## config.mk

```make
export PLATFORM = sky130hd
export DESIGN_NAME = block_cache_tag_controller
export DESIGN_NICKNAME = d
export VERILOG_FILES = /design/src/rtl/bctc_pkg.sv /design/src/rtl/bctc_front.sv /design/src/rtl/bctc_back.sv /design/src/rtl/block_cache_tag_controller.sv
export SDC_FILE = /design/constraint.sdc
export NUM_CORES = 2
export LEC_CHECK = 0
export ABC_AREA = 1
export BUFFER_PORTS_ARGS = -buffer_cell sky130_fd_sc_hd__buf_4
export CAP_MARGIN = 10
export CELL_PAD_IN_SITES_DETAIL_PLACEMENT = 0
export CELL_PAD_IN_SITES_GLOBAL_PLACEMENT = 1
export CORE_ASPECT_RATIO = 1.75
export CORE_MARGIN = 4
export CORE_UTILIZATION = 37
export DETAILED_ROUTE_END_ITERATION = 7
export PLACE_DENSITY_LB_ADDON = 0.1
export SLEW_MARGIN = 25
export SYNTH_ARGS = -nofsm -noshare
export SYNTH_HDL_FRONTEND = slang
export SYNTH_SLANG_ARGS = --single-unit
```

## constraint.sdc

```tcl
create_clock -name clk -period 12.1 [get_ports clk]
set_clock_uncertainty 0.15 [all_clocks]
set_input_delay 2.42 -clock clk [delete_from_list [all_inputs] [get_ports clk]]
set_output_delay 2.42 -clock clk [all_outputs]
set_load 0.02 [all_outputs]
```

## src/rtl/bctc_pkg.sv

```systemverilog
// Package for the block cache tag controller: sizes, request codes, payload structs.
// No dependencies.
package bctc_pkg;
  localparam int ENTRIES  = 16;
  localparam int IDX_W    = $clog2(ENTRIES);
  localparam int TAG_BITS = 32;
  localparam int RANK_W   = IDX_W;

  localparam logic [2:0] REQ_READ  = 3'd0;
  localparam logic [2:0] REQ_PWRITE = 3'd1;
  localparam logic [2:0] REQ_FWRITE = 3'd2;
  localparam logic [2:0] REQ_FLUSH = 3'd3;
  localparam logic [2:0] REQ_CLOSE = 3'd4;

  typedef struct packed {
    logic [2:0]  req_type;
    logic [31:0] blk_num;
    logic [3:0]  random_start;
  } in_item_t;

  typedef struct packed {
    logic        hit;
    logic [3:0]  slot;
    logic        fetch_needed;
    logic        writeback_needed;
    logic [31:0] writeback_block;
    logic        last;
  } out_item_t;

  // classified request passed from front to back
  typedef enum logic [1:0] {
    CMD_ACCESS = 2'd0,
    CMD_FLUSH  = 2'd1,
    CMD_NOP    = 2'd2
  } cmd_kind_t;

  typedef struct packed {
    cmd_kind_t          kind;
    logic [2:0]         req_type;
    logic [TAG_BITS-1:0] tag;
    logic [IDX_W-1:0]   start;
    logic               inval;
  } cmd_t;
endpackage

```

## src/rtl/bctc_front.sv

```systemverilog
// Front end: accepts requests, classifies them and pushes commands into a two-deep queue.
// Depends on bctc_pkg.
module bctc_front (
  input  logic              clk,
  input  logic              rst_n,
  input  logic              in_valid,
  output logic              in_stall,
  input  bctc_pkg::in_item_t in_data,
  output logic              q_valid,
  input  logic              q_pop,
  output bctc_pkg::cmd_t    q_cmd
);
  bctc_pkg::cmd_t q_r [2];
  logic [1:0] cnt_r;
  bctc_pkg::cmd_t c;
  logic push;

  always_comb begin
    c.req_type = in_data.req_type;
    c.tag      = bctc_pkg::TAG_BITS'(in_data.blk_num);
    c.start    = in_data.random_start[bctc_pkg::IDX_W-1:0];
    c.inval    = (in_data.req_type == bctc_pkg::REQ_CLOSE);
    if (in_data.req_type == bctc_pkg::REQ_READ || in_data.req_type == bctc_pkg::REQ_PWRITE ||
        in_data.req_type == bctc_pkg::REQ_FWRITE) begin
      c.kind = bctc_pkg::CMD_ACCESS;
    end else if (in_data.req_type == bctc_pkg::REQ_FLUSH ||
                 in_data.req_type == bctc_pkg::REQ_CLOSE) begin
      c.kind = bctc_pkg::CMD_FLUSH;
    end else begin
      c.kind = bctc_pkg::CMD_NOP;
    end
  end

  assign in_stall = (cnt_r == 2'd2);
  assign push     = in_valid && !in_stall;
  assign q_valid  = (cnt_r != 2'd0);
  assign q_cmd    = q_r[0];

  always_ff @(posedge clk) begin
    if (!rst_n) begin
      cnt_r <= 2'd0;
    end else begin
      cnt_r <= cnt_r + 2'(push) - 2'(q_pop);
    end
    // push during a pop only happens with one entry held
    if (q_pop) begin
      q_r[0] <= push ? c : q_r[1];
    end else if (push) begin
      q_r[cnt_r[0]] <= c;
    end
  end
endmodule

```

## src/rtl/bctc_back.sv

```systemverilog
// Back end: tag store, lookup, victim scan, flush walk and output register.
// Depends on bctc_pkg.
module bctc_back (
  input  logic               clk,
  input  logic               rst_n,
  input  logic               q_valid,
  output logic               q_pop,
  input  bctc_pkg::cmd_t     q_cmd,
  output logic               out_valid,
  input  logic               out_stall,
  output bctc_pkg::out_item_t out_data
);
  localparam int N  = bctc_pkg::ENTRIES;
  localparam int IW = bctc_pkg::IDX_W;
  localparam int RW = bctc_pkg::RANK_W;

  typedef enum logic [1:0] {S_IDLE, S_SCAN, S_FLUSH} state_t;
  state_t state_r, state_nxt;

  logic [N-1:0] valid_r, valid_nxt, dirty_r, dirty_nxt;
  logic [bctc_pkg::TAG_BITS-1:0] tag_r [N];
  logic [RW-1:0] rank_r [N];
  logic [RW-1:0] rank_nxt [N];

  logic [IW-1:0] bkt_r, bkt_nxt;
  logic          ovld_r, ovld_nxt;
  logic          pop_r, pop_nxt;
  bctc_pkg::out_item_t odat_r, odat_nxt;
  logic          tag_we;
  logic [IW-1:0] tag_wi;

  logic out_free;
  assign out_free  = !ovld_r || !out_stall;
  assign out_valid = ovld_r;
  assign out_data  = odat_r;
  assign q_pop     = pop_r;

  // lookup, free search, bucket search (one bucket per cycle)
  logic hit; logic [IW-1:0] hit_i;
  logic full; logic [IW-1:0] free_i;
  logic [N-1:0] inbkt, newest;
  logic bfound; logic [IW-1:0] bvic;
  logic [RW-1:0] vrank;
  logic [N-1:0] dmask; logic dany; logic [IW-1:0] d_i; logic dmore;
  always_comb begin
    hit = 1'b0; hit_i = '0; full = 1'b1; free_i = '0;
    bfound = 1'b0; bvic = '0; dany = 1'b0; d_i = '0; dmore = 1'b0;
    dmask = valid_r & dirty_r;
    for (int i = 0; i < N; i++) begin
      inbkt[i] = valid_r[i] && (tag_r[i][IW-1:0] == bkt_r);
    end
    // newest entry of the bucket is rank 0 among its members; ranks are unique
    for (int i = 0; i < N; i++) begin
      newest[i] = inbkt[i];
      for (int j = 0; j < N; j++) begin
        if (inbkt[j] && rank_r[j] < rank_r[i]) newest[i] = 1'b0;
      end
    end
    for (int i = N-1; i >= 0; i--) begin
      if (valid_r[i] && tag_r[i] == q_cmd.tag) begin hit = 1'b1; hit_i = IW'(i); end
      if (!valid_r[i]) begin full = 1'b0; free_i = IW'(i); end
      if (newest[i]) begin bfound = 1'b1; bvic = IW'(i); end
      if (dmask[i]) begin dany = 1'b1; d_i = IW'(i); end
    end
    for (int i = 0; i < N; i++) begin
      if (dmask[i] && IW'(i) != d_i) dmore = 1'b1;
    end
  end
  assign vrank = rank_r[bvic];

  always_comb begin
    state_nxt = state_r;
    valid_nxt = valid_r;
    dirty_nxt = dirty_r;
    bkt_nxt   = bkt_r;
    ovld_nxt  = ovld_r && out_stall;
    pop_nxt   = 1'b0;
    odat_nxt  = odat_r;
    tag_we    = 1'b0;
    tag_wi    = '0;
    for (int i = 0; i < N; i++) rank_nxt[i] = rank_r[i];
    case (state_r)
      S_IDLE: begin
        if (q_valid && !pop_r && out_free) begin
          case (q_cmd.kind)
            bctc_pkg::CMD_ACCESS: begin
              if (hit) begin
                if (q_cmd.req_type != bctc_pkg::REQ_READ) dirty_nxt[hit_i] = 1'b1;
                odat_nxt = '{1'b1, 4'(hit_i), 1'b0, 1'b0, 32'd0, 1'b1};
                ovld_nxt = 1'b1; pop_nxt = 1'b1;
              end else if (!full) begin
                for (int i = 0; i < N; i++)
                  if (valid_r[i]) rank_nxt[i] = rank_r[i] + RW'(1);
                valid_nxt[free_i] = 1'b1;
                tag_we = 1'b1; tag_wi = free_i;
                dirty_nxt[free_i] = (q_cmd.req_type != bctc_pkg::REQ_READ);
                rank_nxt[free_i]  = '0;
                odat_nxt = '{1'b0, 4'(free_i), q_cmd.req_type != bctc_pkg::REQ_FWRITE,
                             1'b0, 32'd0, 1'b1};
                ovld_nxt = 1'b1; pop_nxt = 1'b1;
              end else begin
                bkt_nxt = q_cmd.start; state_nxt = S_SCAN;
              end
            end
            bctc_pkg::CMD_FLUSH: state_nxt = S_FLUSH;
            default: begin
              odat_nxt = '{1'b0, 4'd0, 1'b0, 1'b0, 32'd0, 1'b1};
              ovld_nxt = 1'b1; pop_nxt = 1'b1;
            end
          endcase
        end
      end
      S_SCAN: begin
        // cache full: all entries valid, some bucket is nonempty
        if (!bfound) begin
          bkt_nxt = bkt_r + IW'(1);
        end else if (out_free) begin
          for (int i = 0; i < N; i++) begin
            if (IW'(i) == bvic) rank_nxt[i] = '0;
            else if (rank_r[i] < vrank) rank_nxt[i] = rank_r[i] + RW'(1);
          end
          tag_we = 1'b1; tag_wi = bvic;
          dirty_nxt[bvic] = (q_cmd.req_type != bctc_pkg::REQ_READ);
          odat_nxt = '{1'b0, 4'(bvic), q_cmd.req_type != bctc_pkg::REQ_FWRITE,
                       dirty_r[bvic], dirty_r[bvic] ? 32'(tag_r[bvic]) : 32'd0, 1'b1};
          ovld_nxt = 1'b1; pop_nxt = 1'b1; state_nxt = S_IDLE;
        end
      end
      S_FLUSH: begin
        if (out_free) begin
          if (dany) begin
            odat_nxt = '{1'b0, 4'(d_i), 1'b0, 1'b1, 32'(tag_r[d_i]), !dmore};
            dirty_nxt[d_i] = 1'b0;
          end else begin
            odat_nxt = '{1'b0, 4'd0, 1'b0, 1'b0, 32'd0, 1'b1};
          end
          ovld_nxt = 1'b1;
          if (!dmore) begin
            if (q_cmd.inval) begin valid_nxt = '0; dirty_nxt = '0; end
            pop_nxt = 1'b1; state_nxt = S_IDLE;
          end
        end
      end
      default: state_nxt = S_IDLE;
    endcase
  end

  always_ff @(posedge clk) begin
    if (!rst_n) begin
      state_r <= S_IDLE;
      valid_r <= '0;
      dirty_r <= '0;
      ovld_r  <= 1'b0;
      pop_r   <= 1'b0;
    end else begin
      state_r <= state_nxt;
      valid_r <= valid_nxt;
      dirty_r <= dirty_nxt;
      ovld_r  <= ovld_nxt;
      pop_r   <= pop_nxt;
      bkt_r   <= bkt_nxt;
      odat_r  <= odat_nxt;
      for (int i = 0; i < N; i++) rank_r[i] <= rank_nxt[i];
      if (tag_we) tag_r[tag_wi] <= q_cmd.tag;
    end
  end
endmodule

```

## src/rtl/block_cache_tag_controller.sv

```systemverilog
// Block cache tag controller, top level: front queue plus back-end policy engine.
// A hit or free fill is decided from the queue head and registered into the output; a
// full-cache miss first scans buckets from random_start, skipping empty ones (up to ENTRIES-1).
// The back end takes no new access until its registered queue pop has taken effect; a flush
// gives one result per dirty entry, one per cycle while the output is not stalled.
// Reset (rst_n low, synchronous) empties the queue and marks every entry invalid and clean.
module block_cache_tag_controller (
  input  logic                clk,
  input  logic                rst_n,
  input  logic                in_valid,
  output logic                in_stall,
  input  bctc_pkg::in_item_t  in_data,
  output logic                out_valid,
  input  logic                out_stall,
  output bctc_pkg::out_item_t out_data
);
  logic           q_valid, q_pop;
  bctc_pkg::cmd_t q_cmd;

  // front: classify requests and buffer them
  bctc_front u_front (
    .clk, .rst_n, .in_valid, .in_stall, .in_data,
    .q_valid, .q_pop, .q_cmd
  );

  // back: tag store, lookup, eviction scan and flush walk
  bctc_back u_back (
    .clk, .rst_n, .q_valid, .q_pop, .q_cmd,
    .out_valid, .out_stall, .out_data
  );
endmodule

```

==> results.tsv <==
metric	value	unit
Placement Setup Slack	3.90	ns
final worst slack	3.32	ns
Placement Rows	188	
Area Overhead vs Synth	12.1	%
initial core utilization	0.372	
drt drc	2	
CTS Hold Bufs	0	
Post-Synthesis Mean Instance Area	8.56	sq um
Multi-input gate area	30200	sq um
crit end category	flip-flop	
Global Route Usage Sum	0.482	
Post-DP Area	59500	sq um
routed vias	59295	
worst hold path class	reg -> reg	
Ys Warns	0	
layout cell share with drive strength beyond 1	0.0945	
cells after synthesis	6498	
I/O pins	85	
slew margin rel.	0.143	
post-synth cell types	70	
Highest Clock Rate	114	MHz
GP Congestion	1.09	
leakage	24.7	nW
die height	521	um
CTS Buffer Depth	3	
Synth Cell Area	55600	sq um
largest net degree at the start of global routing	97	
Setup CP Type	reg -> reg	
Top delay family on crit path	simple AND/OR/NAND/NOR gates	
vias in the first global route	56497	
H-tree levels	3	
Post-DRT Antenna Nets	0	
nets	7194	
root buffer cell	clkbuf_16	
max-slew violations	0	
Storage cell area	21900	sq um
sum of negative setup slack	0	ns
Initial DRC Count	7756	
Pwr Density	198	nW/um^2
Worst EP arrival	9.20	ns
CTS Buf Count	79	
Core Footprint	150000	sq um
die area	157000	sq um
Final Hold Fails	0	
setup repair bufs after CTS	0	
top post-synthesis cells by area	edfxtp_1 38%, ha_1 12%, nand2_1 8.2%, o22ai_1 6.8%, inv_1 4.2%	
post-detailed-route wirelength per cell	44.6	um
CP max stage cell	nand4_1	
CTS tree	done	
Syn Nets	7092	
final wirelength	387	mm
CP dominant cell by count	nand2_1	
Post-synth EDFFs	704	
Max-Cap Viols	0	
required time worst endpoint	12.52	ns
cell area after layout	62300	sq um
flops & latches, synth	742	
Critical path buffers and inverters	3	
fin crit period	8.78	ns
crit-path max FO	74	
fin crit share	0.726	
Main synth FF type	edfxtp_1	
Clock Sinks	742	
Fillers	15278	
startpoint types	flip-flop	
RSZ-0062 raised after global routing	no	
initial antenna violation count	31	
Yosys top cell area share	0.380	
Resized Gates After CTS	0	
routed vias/inst	6.82	
die width	301	um
clock latency on the worst-skew pair	0.76	ns
Yosys top cell by area	edfxtp_1	
placed cell count	8509	
register area share after synthesis	0.394	
total gr overflow	0	
max incr delay on CP	0.98	ns
reg-to-reg slack, setup	3.32	ns
global-route wire length before repair	511	mm
status	finished with violations	
Pre-antenna DRT Iters	8	
failing checks	DRC	
Non-Filler Instances	8691	
Least-Margin Pin Slew	1.27	ns
PortBufs	84	
hpwl dp	284	mm
Post-synth ARST share	0	
maximum vdd drop	0.183	mV
Final setup viols	0	
Reg clk slew, reported paths	0.07	ns
area by class of cell:
cell class | instances | share of cell area
clock buffer | 97 | 0.0331
tap | 1995 | 0.0400
multi-input combinational | 4791 | 0.485
clock inverter | 50 | 0.00911
inverter | 666 | 0.0403
antenna | 30 | 0.00120
sequential | 742 | 0.351
timing repair buffer | 320 | 0.0396
logic make-up after synthesis:
logic type                 share of synthesized area
adders and majority gates                      0.124
buffers and inverters                         0.0699
DFF                                            0.394
AOI/OAI and AO/OA                              0.213
xor gates and xnor gates                      0.0342
and+or+nand+nor                                0.165
cells in the final DEF, fill, tap and decap left out, types with 20 or more instances in the layout:
| master | synthesis | final |
|---|---|---|
| diode_2 | 0 | 30 |
| a22oi_1 | 25 | 25 |
| nor4_1 | 72 | 61 |
| a221oi_1 | 65 | 65 |
| o21a_1 | 20 | 20 |
| dfxtp_1 | 38 | 38 |
| nor2_4 | 10 | 31 |
| inv_2 | 24 | 24 |
| o2111ai_1 | 76 | 75 |
| nand3_1 | 185 | 185 |
| ha_1 | 551 | 550 |
| o21ai_0 | 457 | 452 |
| edfxtp_1 | 704 | 704 |
| a211oi_1 | 38 | 37 |
| nor2_1 | 420 | 397 |
| a21oi_1 | 315 | 315 |
| nor3_1 | 46 | 41 |
| clkbuf_16 | 0 | 79 |
| clkinv_1 | 12 | 22 |
| o221ai_1 | 50 | 49 |
| nand2_1 | 1212 | 1207 |
| inv_1 | 629 | 628 |
| xnor2_1 | 58 | 56 |
| o21ai_1 | 20 | 25 |
| xor2_1 | 157 | 153 |
| o211ai_1 | 51 | 51 |
| o22ai_1 | 601 | 599 |
| o21ai_2 | 27 | 27 |
| nand4_1 | 100 | 100 |
| buf_4 | 12 | 313 |
| o21bai_1 | 29 | 28 |
where the power goes:
part	internal, W	switching [W]	total, W
combinational	0.00156	0.00451	0.00607
clock	0.00137	0.00124	0.00261
sequential	0.00339	0.000264	0.00366
total	0.00632	0.00601	0.0123
worst reg2reg max path, cell delays in order, from the launching register on:
cell and delay, ns:
edfxtp_1 0.92, inv_1 0.59, ha_1 0.35, o21bai_1 0.15, a221oi_1 0.11, a21oi_1 0.13
nand3_1 0.12, nor2_2 0.66, nand4_1 0.99, nand2_1 0.67, nand2_1 0.10, nand2_1 0.08
nand2_1 0.05, nand2_1 0.07, nand2_2 0.08, nand2_4 0.12, nand2_4 0.18, nand2_8 0.47
buf_4 0.60, buf_4 0.54, o22ai_1 0.15, o21ai_0 0.66, nand3_1 0.16, nor2_1 0.27
nand2_1 0.08, a21oi_1 0.13
worst paths after layout:
| kind | cells after the start | end | start |
|---|---|---|---|
| setup reg to reg | 25 | u_back.out_data[26] | u_back.rank_r[0][0] |
| hold reg to reg | 1 | u_front.cnt_r[1] | u_front.cnt_r[1] |
| hold / removal | 1 | u_front.cnt_r[1] | u_front.cnt_r[1] |
| setup / recovery | 25 | u_back.out_data[26] | u_back.rank_r[0][0] |
cell usage after synthesis, types with 11 or more instances:
master / number
xor2_1: 157
nand2_1: 1212
nor2_2: 14
ha_1: 551
xnor2_1: 58
nor3_1: 46
a211oi_1: 38
a21oi_1: 315
dfxtp_1: 38
o32ai_1: 16
o21bai_1: 29
buf_4: 12
o21a_1: 20
o21ai_2: 27
a31oi_1: 16
edfxtp_1: 704
a22oi_1: 25
o21ai_0: 457
nand3_1: 185
o211ai_1: 51
nand4_1: 100
buf_2: 85
or2_2: 15
nor4_1: 72
buf_6: 15
o22ai_1: 601
buf_1: 25
o221ai_1: 50
o2111ai_1: 76
a221oi_1: 65
inv_2: 24
inv_1: 629
clkbuf_1: 162
o21ai_1: 20
a22o_1: 11
clkinv_1: 12
nor2_1: 420
per-layer routing:
| layer | up-vias | global-route usage | part of all wire |
|---|---|---|---|
| met4 | 14 | 0.576 | 0.16 |
| met2 | 4594 | 0.773 | 0.46 |
| li1 | 24026 | - | - |
| met5 | - | 0.000618 | 0.00033 |
| met1 | 28622 | 0.461 | 0.30 |
| met3 | 2039 | 0.128 | 0.086 |
flip-flops by register name, indices dropped and copies added, names as in the netlist, named ones only:
signal and cells:
u_back.q_pop 1, u_back.tag_r 512, u_back.out_valid 1, u_back.out_data 40, u_back.valid_r 16, u_back.state_r 2
u_back.rank_r 64, u_back.bkt_r 4, u_front.q_r 84, u_front.cnt_r 2
per-stage QoR:
stage | hold slack, ns | util | power [W]
floorplan | 0.272 | - | 0.00668
finish | 0.315 | 0.417 | 0.0123
global placement | 0.284 | 0.397 | 0.00938
CTS | 0.319 | 0.415 | 0.0120
detailed placement | 0.308 | 0.398 | 0.00944
global route | 0.350 | 0.416 | 0.0126
(Power assumes the default switching activity.)
